$ cat config.mk
export PLATFORM = sky130hd
export DESIGN_NAME = hsv_to_rgb_with_brightness_unit
export DESIGN_NICKNAME = d
export VERILOG_FILES = /design/src/design/hsvb_pkg.sv /design/src/design/hsv_to_rgb_with_brightness_unit.sv
export SDC_FILE = /design/constraint.sdc
export NUM_CORES = 2
export LEC_CHECK = 0
export ABC_AREA = 1
export BUFFER_PORTS_ARGS = -buffer_cell sky130_fd_sc_hd__clkbuf_2
export CAP_MARGIN = 20
export CORE_MARGIN = 3
export CORE_UTILIZATION = 60
export CTS_CLUSTER_DIAMETER = 50
export DETAILED_ROUTE_END_ITERATION = 6
export PLACE_DENSITY = 0.74
export SYNTH_ARGS = -nofsm -noshare
export SYNTH_HDL_FRONTEND = slang
export SYNTH_SLANG_ARGS = --single-unit
$ cat constraint.sdc
create_clock -name clk_i -period 21.6 [get_ports clk_i]
set_input_delay 4.32 -clock clk_i [delete_from_list [all_inputs] [get_ports clk_i]]
set_output_delay 4.32 -clock clk_i [all_outputs]
set_load 0.03 [all_outputs]
$ cat src/design/hsvb_pkg.sv
// Package for the HSV to RGB unit with global brightness.
// Holds field widths, hue sector codes and the divide-by-255 helper.
// No dependencies.
package hsvb_pkg;

  localparam int unsigned HueW   = 16;
  localparam int unsigned ChanW  = 8;
  localparam int unsigned ProdW  = 2 * ChanW;
  localparam int unsigned SectW  = 3;
  localparam int unsigned Stages = 6;

  localparam logic [ChanW-1:0] FullScale      = 8'd255;
  localparam logic [ChanW-1:0] BrightnessRst  = 8'd255;
  localparam logic [HueW:0]    HueSpan        = 17'h1_0000;

  // Hue sectors, one sixth of the circle each
  localparam logic [SectW-1:0] SEC_RED_YELLOW    = 3'd0;
  localparam logic [SectW-1:0] SEC_YELLOW_GREEN  = 3'd1;
  localparam logic [SectW-1:0] SEC_GREEN_CYAN    = 3'd2;
  localparam logic [SectW-1:0] SEC_CYAN_BLUE     = 3'd3;
  localparam logic [SectW-1:0] SEC_BLUE_MAGENTA  = 3'd4;
  localparam logic [SectW-1:0] SEC_MAGENTA_RED   = 3'd5;

  // floor(x / 255) for x <= 255*255: estimate by x/256 + x/65536, which is
  // low by at most one, then fix with a single compare on the remainder.
  function automatic logic [ChanW-1:0] div255(input logic [ProdW-1:0] x);
    logic [ProdW:0]   sum;
    logic [ChanW-1:0] est;
    logic [ProdW-1:0] back;
    logic [ProdW-1:0] rem;
    sum  = {1'b0, x} + {{(ProdW-ChanW+1){1'b0}}, x[ProdW-1:ChanW]};
    est  = sum[ProdW-1:ChanW];
    back = {est, {ChanW{1'b0}}} - {{ChanW{1'b0}}, est};
    rem  = x - back;
    if (rem >= {{ChanW{1'b0}}, FullScale}) begin
      est = est + 8'd1;
    end
    return est;
  endfunction

endpackage

$ cat src/design/hsv_to_rgb_with_brightness_unit.sv
// HSV to RGB conversion with global brightness, six-stage pipeline.
// Depends on hsvb_pkg (widths, sector codes, div255).
//
// Usage:
//   Input stream s_axis_*: one pixel per transfer, tdata carries hue,
//   saturation and level. Output stream m_axis_*: one RGB triple per
//   input pixel, in the same order.
//   Configuration: brightness is written by cfg_we_i / cfg_wdata_i;
//   write it only while no pixel is in flight.
//   Path: the input transfer edge loads stage 1; the pixel then moves
//   through stages 2 to 6, and m_axis_tvalid_o is the valid bit of
//   stage 6, whose registers drive m_axis_tdata_o.
//   Throughput: one pixel per cycle while m_axis_tready_i is high, as every
//   stage then takes a new pixel each cycle; each stage holds at most one
//   rank of multiplies (up to 17 by 8 bits) or of divide-by-255 fixups.
//   Stalls: every stage advances when it is empty or the stage after it
//   advances, so bubbles collapse and the input keeps taking transfers
//   while a finished result waits; when all stages hold data and the
//   receiver holds m_axis_tready_i low, s_axis_tready_o drops and
//   everything holds.
//   Reset: asynchronous, active low; empties the pipeline and sets
//   brightness to 255 (unity scale).
module hsv_to_rgb_with_brightness_unit
  import hsvb_pkg::*;
(
  input  logic        clk_i,
  input  logic        rst_ni,
  input  logic        cfg_we_i,
  input  logic [7:0]  cfg_wdata_i,     // brightness
  input  logic        s_axis_tvalid_i,
  output logic        s_axis_tready_o,
  input  logic [31:0] s_axis_tdata_i,  // [15:0] hue, [23:16] saturation, [31:24] level
  output logic        m_axis_tvalid_o,
  input  logic        m_axis_tready_i,
  output logic [23:0] m_axis_tdata_o   // [7:0] red, [15:8] green, [23:16] blue
);

  logic [ChanW-1:0] brightness_q;

  logic [Stages-1:0] v_q;
  logic [Stages-1:0] en;

  // Stage advance: a stage loads when it is empty or its content moves on
  always_comb begin
    en[Stages-1] = !v_q[Stages-1] || m_axis_tready_i;
    for (int k = Stages-2; k >= 0; k--) begin
      en[k] = !v_q[k] || en[k+1];
    end
  end

  assign s_axis_tready_o = en[0];
  assign m_axis_tvalid_o = v_q[Stages-1];

  logic in_fire;
  logic out_fire;
  assign in_fire  = s_axis_tvalid_i && s_axis_tready_o;
  assign out_fire = m_axis_tvalid_o && m_axis_tready_i;

  always_ff @(posedge clk_i or negedge rst_ni) begin
    if (!rst_ni) begin
      brightness_q <= BrightnessRst;
    end else if (cfg_we_i) begin
      brightness_q <= cfg_wdata_i;
    end
  end

  // Valid bits travel with the data
  always_ff @(posedge clk_i or negedge rst_ni) begin
    if (!rst_ni) begin
      v_q <= '0;
    end else begin
      if (en[0]) begin
        v_q[0] <= s_axis_tvalid_i;
      end
      for (int k = 1; k < Stages; k++) begin
        if (en[k]) begin
          v_q[k] <= v_q[k-1];
        end
      end
    end
  end

  // ---------------- Stage 1: sector and fraction from hue*6
  logic [HueW-1:0]  hue;
  logic [ChanW-1:0] sat_in;
  logic [ChanW-1:0] lvl_in;
  logic [HueW+2:0]  hue_x6;

  assign hue    = s_axis_tdata_i[15:0];
  assign sat_in = s_axis_tdata_i[23:16];
  assign lvl_in = s_axis_tdata_i[31:24];
  assign hue_x6 = {1'b0, hue, 2'b00} + {2'b00, hue, 1'b0};

  logic [SectW-1:0] sect1_q;
  logic [HueW-1:0]  frac1_q;
  logic [ChanW-1:0] sat1_q;
  logic [ChanW-1:0] lvl1_q;

  always_ff @(posedge clk_i) begin
    if (en[0]) begin
      sect1_q <= hue_x6[HueW+2:HueW];
      frac1_q <= hue_x6[HueW-1:0];
      sat1_q  <= sat_in;
      lvl1_q  <= lvl_in;
    end
  end

  // ---------------- Stage 2: fraction times saturation, p product
  logic [HueW:0]        frac_inv;
  logic [HueW+ChanW-1:0] fs_prod;
  logic [HueW+ChanW:0]   ts_prod;
  logic [ChanW-1:0]     sat_inv;

  assign frac_inv = HueSpan - {1'b0, frac1_q};
  assign fs_prod  = frac1_q * sat1_q;
  assign ts_prod  = frac_inv * sat1_q;
  assign sat_inv  = FullScale - sat1_q;

  logic [SectW-1:0] sect2_q;
  logic [ChanW-1:0] lvl2_q;
  logic [ChanW-1:0] fs2_q;
  logic [ChanW-1:0] ts2_q;
  logic [ProdW-1:0] pprod2_q;

  always_ff @(posedge clk_i) begin
    if (en[1]) begin
      sect2_q  <= sect1_q;
      lvl2_q   <= lvl1_q;
      fs2_q    <= fs_prod[HueW+ChanW-1:HueW];
      // product never exceeds 65536*255, so bit HueW+ChanW is zero
      ts2_q    <= ts_prod[HueW+ChanW-1:HueW];
      pprod2_q <= lvl1_q * sat_inv;
    end
  end

  // ---------------- Stage 3: q and t products
  logic [ChanW-1:0] q_fac;
  logic [ChanW-1:0] t_fac;
  assign q_fac = FullScale - fs2_q;
  assign t_fac = FullScale - ts2_q;

  logic [SectW-1:0] sect3_q;
  logic [ChanW-1:0] lvl3_q;
  logic [ProdW-1:0] pprod3_q;
  logic [ProdW-1:0] qprod3_q;
  logic [ProdW-1:0] tprod3_q;

  always_ff @(posedge clk_i) begin
    if (en[2]) begin
      sect3_q  <= sect2_q;
      lvl3_q   <= lvl2_q;
      pprod3_q <= pprod2_q;
      qprod3_q <= lvl2_q * q_fac;
      tprod3_q <= lvl2_q * t_fac;
    end
  end

  // ---------------- Stage 4: divide p, q, t by 255
  logic [SectW-1:0] sect4_q;
  logic [ChanW-1:0] lvl4_q;
  logic [ChanW-1:0] p4_q;
  logic [ChanW-1:0] q4_q;
  logic [ChanW-1:0] t4_q;

  always_ff @(posedge clk_i) begin
    if (en[3]) begin
      sect4_q <= sect3_q;
      lvl4_q  <= lvl3_q;
      p4_q    <= div255(pprod3_q);
      q4_q    <= div255(qprod3_q);
      t4_q    <= div255(tprod3_q);
    end
  end

  // ---------------- Stage 5: route by sector, scale by brightness
  logic [ChanW-1:0] red_sel;
  logic [ChanW-1:0] grn_sel;
  logic [ChanW-1:0] blu_sel;

  always_comb begin
    unique case (sect4_q)
      SEC_RED_YELLOW: begin
        red_sel = lvl4_q; grn_sel = t4_q;   blu_sel = p4_q;
      end
      SEC_YELLOW_GREEN: begin
        red_sel = q4_q;   grn_sel = lvl4_q; blu_sel = p4_q;
      end
      SEC_GREEN_CYAN: begin
        red_sel = p4_q;   grn_sel = lvl4_q; blu_sel = t4_q;
      end
      SEC_CYAN_BLUE: begin
        red_sel = p4_q;   grn_sel = q4_q;   blu_sel = lvl4_q;
      end
      SEC_BLUE_MAGENTA: begin
        red_sel = t4_q;   grn_sel = p4_q;   blu_sel = lvl4_q;
      end
      SEC_MAGENTA_RED: begin
        red_sel = lvl4_q; grn_sel = p4_q;   blu_sel = q4_q;
      end
      default: begin
        red_sel = lvl4_q; grn_sel = p4_q;   blu_sel = q4_q;
      end
    endcase
  end

  logic [ProdW-1:0] rprod5_q;
  logic [ProdW-1:0] gprod5_q;
  logic [ProdW-1:0] bprod5_q;

  always_ff @(posedge clk_i) begin
    if (en[4]) begin
      rprod5_q <= red_sel * brightness_q;
      gprod5_q <= grn_sel * brightness_q;
      bprod5_q <= blu_sel * brightness_q;
    end
  end

  // ---------------- Stage 6: divide by 255, output register
  logic [ChanW-1:0] red6_q;
  logic [ChanW-1:0] grn6_q;
  logic [ChanW-1:0] blu6_q;

  always_ff @(posedge clk_i) begin
    if (en[5]) begin
      red6_q <= div255(rprod5_q);
      grn6_q <= div255(gprod5_q);
      blu6_q <= div255(bprod5_q);
    end
  end

  assign m_axis_tdata_o = {blu6_q, grn6_q, red6_q};

  // ---------------- Assertions
  // Occupancy tracks transfers: one in adds a pixel, one out removes one
  assert property (@(posedge clk_i)
    (rst_ni && $past(rst_ni)) |->
      ($countones(v_q) == $past($countones(v_q)) + $past(in_fire) - $past(out_fire)))
    else $error("pipeline occupancy does not match transfers");

  // An empty output stage never blocks the input
  assert property (@(posedge clk_i) disable iff (!rst_ni)
    !v_q[Stages-1] |-> s_axis_tready_o)
    else $error("input stalled with empty output stage");

  // A full, stalled pipeline refuses input
  assert property (@(posedge clk_i) disable iff (!rst_ni)
    (&v_q && !m_axis_tready_i) |-> !s_axis_tready_o)
    else $error("input taken while pipeline full and stalled");

endmodule
# Yosys cells after proc, flatten, opt, wreduce, memory -nomap -nowiden
# Cells that the tools add are included.
dict set report classes {
  n_shift 0
  eq_ne 4
  bitwise 0
  n_addsub 29
  div_mod_pow 0
  mux 9
  mul 8
  reduce_logical 17
  order_cmp 6
}
# op count
set op_table {}
lappend op_table {{$add A16 B8 Y16} 6}
lappend op_table {{$ge A16 B8 Y1 const B} 6}
lappend op_table {{$mul A8 B8 Y16} 6}
lappend op_table {{$sub A16 B16 Y16} 6}
lappend op_table {{$sub A16 B8 Y16} 6}
lappend op_table {{$pmux W8 S3} 3}
lappend op_table {{$add A8 B1 Y8 const B} 6}
lappend op_table {{$mux W8} 6}
lappend op_table {{$mul A16 B8 Y24} 1}
lappend op_table {{$mul A17 B8 Y24} 1}
lappend op_table {{$sub A8 B8 Y8 const A} 3}
lappend op_table {{$add A18 B17 Y19} 1}
lappend op_table {{$sub A17 B16 Y17 const A} 1}
lappend op_table {{$reduce_or A2 Y1} 4}
lappend op_table {{$eq A3 B2 Y1 const B} 2}
lappend op_table {{$logic_not A1 Y1} 6}
lappend op_table {{$logic_or A1 B1 Y1} 6}
lappend op_table {{$eq A3 B1 Y1 const B} 1}
lappend op_table {{$eq A3 B3 Y1 const B} 1}
lappend op_table {{$logic_not A3 Y1} 1}
dict set report totals {
  rom_bits 0
  n_memories 0
  latch_bits 0
  ff_bits 258
  ramBits 0
  input_bits 45
}

# Depth between registers and ports, before layout
dict set report depth {
  depth_word 7
  depth_mapped 33
  ltp_nobuf 32
}

# Worst setup path before layout
# Ideal clock, no wire load.
dict set report synth_timing {
  path_type {input-to-output}
  from {input port m_axis_tready_i}
  to {output port s_axis_tready_o}
  path_stages 10
  arrival_ns 9.256
  required_time_ns 17.280
  path_slack_ns 8.024
  n_path_buf 0
  cell_sequence {nor2_1 > inv_1 > nor2_1 > inv_1 > nor2_1 > inv_1 > nor2_1 > inv_1 > nor2_1 > nand2_1}
}
dict set report synth_via {
  elab_chain_len 6
}
# item line_no
set synth_rtl {}
lappend synth_rtl {{start, declared} hsv_to_rgb_with_brightness_unit.sv:34} ;# input logic m_axis_tready_i,
lappend synth_rtl {{$logic_or A1 B1 Y1} hsv_to_rgb_with_brightness_unit.sv:45} ;# en[Stages-1] = !v_q[Stages-1] || m_axis_tready_i;
lappend synth_rtl {{via en[5]} hsv_to_rgb_with_brightness_unit.sv:41} ;# logic [Stages-1:0] en;
lappend synth_rtl {{$logic_or A1 B1 Y1} hsv_to_rgb_with_brightness_unit.sv:47} ;# en[k] = !v_q[k] || en[k+1];
lappend synth_rtl {{via en[4]} hsv_to_rgb_with_brightness_unit.sv:41}
lappend synth_rtl {{$logic_or A1 B1 Y1} hsv_to_rgb_with_brightness_unit.sv:47}
lappend synth_rtl {{via en[3]} hsv_to_rgb_with_brightness_unit.sv:41}
lappend synth_rtl {{$logic_or A1 B1 Y1} hsv_to_rgb_with_brightness_unit.sv:47}
lappend synth_rtl {{via en[2]} hsv_to_rgb_with_brightness_unit.sv:41}
lappend synth_rtl {{$logic_or A1 B1 Y1 (2 in a row)} hsv_to_rgb_with_brightness_unit.sv:47}
lappend synth_rtl {{end, declared} hsv_to_rgb_with_brightness_unit.sv:31} ;# output logic s_axis_tready_o,
# The timed path passes the listed nets, and every way through them passes these cells.

# Final worst setup path
# Same ends and word-level chain as after synthesis.

==> qor.log <==
INFO  sta            drv_slew=0
INFO  routing        detail_route.drc_violations=0
INFO  setup_path     critPathMaxFanout=61
INFO  sta            finalCriticalPeriod=11.20ns
INFO  layout         mostFrequentLayoutCell=sky130_fd_sc_hd__nand2_1
INFO  sta            finClkSkew=0.01878ns
INFO  layout         area_used_by_multi_input_combinational_logic=27180µm²
INFO  sta            layout_worst_path_cycle_share=51.85%
INFO  clock_network  post_cts_resize_count=0
INFO  min_path       min_path_cells=0
INFO  sta            finalSetupViolations=0
INFO  job            maxCapViolations=0
INFO  clock_network  ctsRootBufferMaster=sky130_fd_sc_hd__clkbuf_16
INFO  clock_network  clock_sinks=257
INFO  placed_design  port-buffer-count=70
INFO  global_routing grt.overflow.total=0
INFO  die            fp.dieArea=68240µm²
INFO  layout         ff_latch_area=7657µm²
INFO  layout         area_growth=6.322%
INFO  placed_design  pre_cts_ws=9.939ns
INFO  die            die_y=261.2µm
INFO  die            chipWidth=261.2µm
INFO  clock_network  tritoncts=yes
INFO  sta            final_hold_viol_count=0
INFO  routing        drt_first_pass_iters=6
INFO  global_routing groute.usage.overall=25.82%
INFO  layout         drive_above_1_share=4.785%
INFO  routing        post_drt_wl_per_cell=14.63µm
INFO  min_path       min-delay-path-class=reg2reg
INFO  clock_network  insertion_delay=0.55ns
INFO  layout         nets=5985
INFO  synth          post_synth_num_cell_types=62
INFO  clock_network  holdBufCountCts=0
INFO  global_routing grt_antenna_before_repair=0
INFO  clock_network  num_cts_buffers=38
INFO  die            row_count=92
INFO  global_routing grt_pass1_wl=146200µm
INFO  global_routing grt_max_degree=62
INFO  routing        drt.antenna.violating_nets=0
INFO  layout         nFillCells=5563
INFO  synth          synth-warning-count=0
INFO  sta            fmax=89.28MHz
INFO  clock_network  clkSlewWorstSetupHoldPaths=0.06ns
INFO  setup_path     timing.reg2reg.setup_slack=15.68ns
INFO  setup_path     crit_arrival=6.88ns
INFO  layout         utilization=65.17%
INFO  clock_network  postCtsSetupRepairBufs=0
INFO  routing        detailedRoute.firstIterationViolations=2077
INFO  layout         highest_count_cells_in_the_layout_ignoring_fill_and_taps=sky130_fd_sc_hd__nand2_1 (1087), sky130_fd_sc_hd__inv_1 (1025), sky130_fd_sc_hd__nor2_1 (597), sky130_fd_sc_hd__ha_1 (535), sky130_fd_sc_hd__fa_1 (376)
INFO  run_status     status=finished, final reports clean
INFO  die            ioPinCount=71
INFO  synth          post_synth_inst_count=4984
INFO  routing        via_count=31620
INFO  setup_path     crit_type=in2out
INFO  sta            setup-tns-final=0ns
INFO  routing        drt_wl_total=86360µm
INFO  setup_path     worst-endpoint-required=17.28ns
INFO  layout         ant_diodes=0
INFO  setup_path     r2r_cells=25
INFO  global_routing vias_in_the_first_global_route=31350
INFO  sta            worst_max_slew_pin_slew=1.017ns
INFO  routing        via_per_inst=5.357
INFO  placed_design  hpwlAfterDp=70050µm
INFO  synth          synth.avg_cell_area=7.843µm²
INFO  clock_network  number_of_h_tree_levels=2
INFO  placed_design  gp_routability_congestion=0.9064
INFO  synth          sequential_cell_area_fraction_in_the_yosys_report=19.59%
INFO  setup_path     timing.critical_path.to_type=output pin
INFO  synth          post_synthesis_net_count=5940
INFO  clock_network  cts_max_path_buffers=3
INFO  sta            rsz_0062_raised_after_global_routing=no
INFO  synth          synthesis.area=39090µm²
INFO  setup_path     start_kind=input port
INFO  die            core_region_area=63770µm²
INFO  synth          yosys_reg_bits=257
INFO  die            start_util=61.29%
INFO  sta            postLayoutSetupSlackWorst=10.40ns
INFO  sta            slew-limit-headroom=32.12%
[worst max-delay path: stages]
cell and delay, ns:
sky130_fd_sc_hd__clkbuf_2 0.08, sky130_fd_sc_hd__nor2_1 0.04, sky130_fd_sc_hd__inv_1 0.07, sky130_fd_sc_hd__nor2_1 0.05, sky130_fd_sc_hd__inv_2 0.40, sky130_fd_sc_hd__nor2_1 0.11, sky130_fd_sc_hd__inv_1 0.10, sky130_fd_sc_hd__nor2_1 0.05
sky130_fd_sc_hd__inv_2 0.04, sky130_fd_sc_hd__buf_4 0.57, sky130_fd_sc_hd__nor2_1 0.20, sky130_fd_sc_hd__nand2_2 0.10, sky130_fd_sc_hd__buf_4 0.42, sky130_fd_sc_hd__clkbuf_2 0.30
[cells by family after synthesis]
group	share of synthesized area, %
AOI/OAI and AO/OA	6.293
xor gates and xnor gates	4.587
adders and majority gates	36.38
buffers and inverters	10.87
DFF	19.59
and+or+nand+nor	22.28
[sequential cells by signal (all words and copies together), names as in the netlist, 8 cells and up]
| name | cells |
|---|---|
| bprod5_q | 16 |
| gprod5_q | 16 |
| pprod2_q | 16 |
| pprod3_q | 16 |
| qprod3_q | 16 |
| rprod5_q | 16 |
| tprod3_q | 16 |
| frac1_q | 15 |
| blu6_q | 8 |
| brightness_q | 8 |
| fs2_q | 8 |
| grn6_q | 8 |
| lvl1_q | 8 |
| lvl2_q | 8 |
| lvl3_q | 8 |
| lvl4_q | 8 |
| p4_q | 8 |
| q4_q | 8 |
| red6_q | 8 |
| sat1_q | 8 |
| t4_q | 8 |
| ts2_q | 8 |
[stage by stage]
step,hold slack (ns),std cells,cell area (µm²)
finish,0.4085,5903,41560
global route,0.4118,5903,41560
CTS,0.4113,5902,41540
detailed placement,0.4045,5834,40270
global placement,0.4012,5834,40270
floorplan,0.4003,4984,39090
[cell type report]
class / instances / share of cell area, %
Tap cell: 846 / 2.547
Inverter: 1044 / 9.442
Clock inverter: 26 / 0.6744
Multi-Input combinational cell: 3604 / 65.41
Clock buffer: 42 / 2.375
Sequential cell: 257 / 18.43
Timing Repair Buffer: 84 / 1.126
[Yosys cell counts, drive strengths merged]
cell,instances,area (µm²)
nand3b,21,157.7
a21o,28,210.2
nand2,1096,4144
o2111ai,16,140.1
a21oi,199,1011
edfxtp,243,7297
o21ai,113,644.4
and2,5,31.28
nand4,67,440.4
dfrtp,6,150.1
inv,1040,3909
buf,12,73.81
or2,10,62.56
clkbuf,67,251.5
a221oi,6,58.80
dfstp,8,210.2
and3,1,6.260
nor3,31,176.4
o211ai,6,45.04
ha,535,6694
a31oi,20,125.1
nand2b,1,6.260
a21boi,4,30.03
xnor2,95,832.1
nor4b,1,8.760
o221ai,4,35.03
nand3,206,1096
a32o,1,10.01
o31ai,1,7.510
a211oi,5,37.54
fa,376,7527
xor2,108,960.9
nor4,8,56.30
nor3b,4,30.03
o21bai,4,30.03
nor2,622,2491
o21a,10,75.07
clkinv,4,15.01
[routing by layer]
| metal | share of wire [%] | GRT usage (%) | routed length, µm | vias up |
|---|---|---|---|---|
| li1 | - | - | - | 15750 |
| met1 | 43 | 33.57 | 37420 | 14910 |
| met2 | 48 | 45.24 | 41780 | 820 |
| met3 | 5.7 | 3.385 | 4880 | 149 |
| met4 | 2.6 | 7.407 | 2288 | 0 |
| met5 | 0 | 0 | 0 | - |
[worst paths after layout]
check,to,start
setup / recovery,s_axis_tready_o,m_axis_tready_i
hold / removal,sect3_q[0]$_DFFE_PP_,sect2_q[0]$_DFFE_PP_
setup reg to reg,ts2_q[5]$_DFFE_PP_,frac1_q[2]$_DFFE_PP_
hold reg to reg,sect3_q[0]$_DFFE_PP_,sect2_q[0]$_DFFE_PP_
max in group asynchronous,brightness_q[0]$_DFFE_PN1P_,rst_ni
min in group asynchronous,v_q[5]$_DFFE_PN0P_,rst_ni
Power is not shown: default switching activity piles up to over one toggle a cycle in this logic, so the estimate is an artifact.
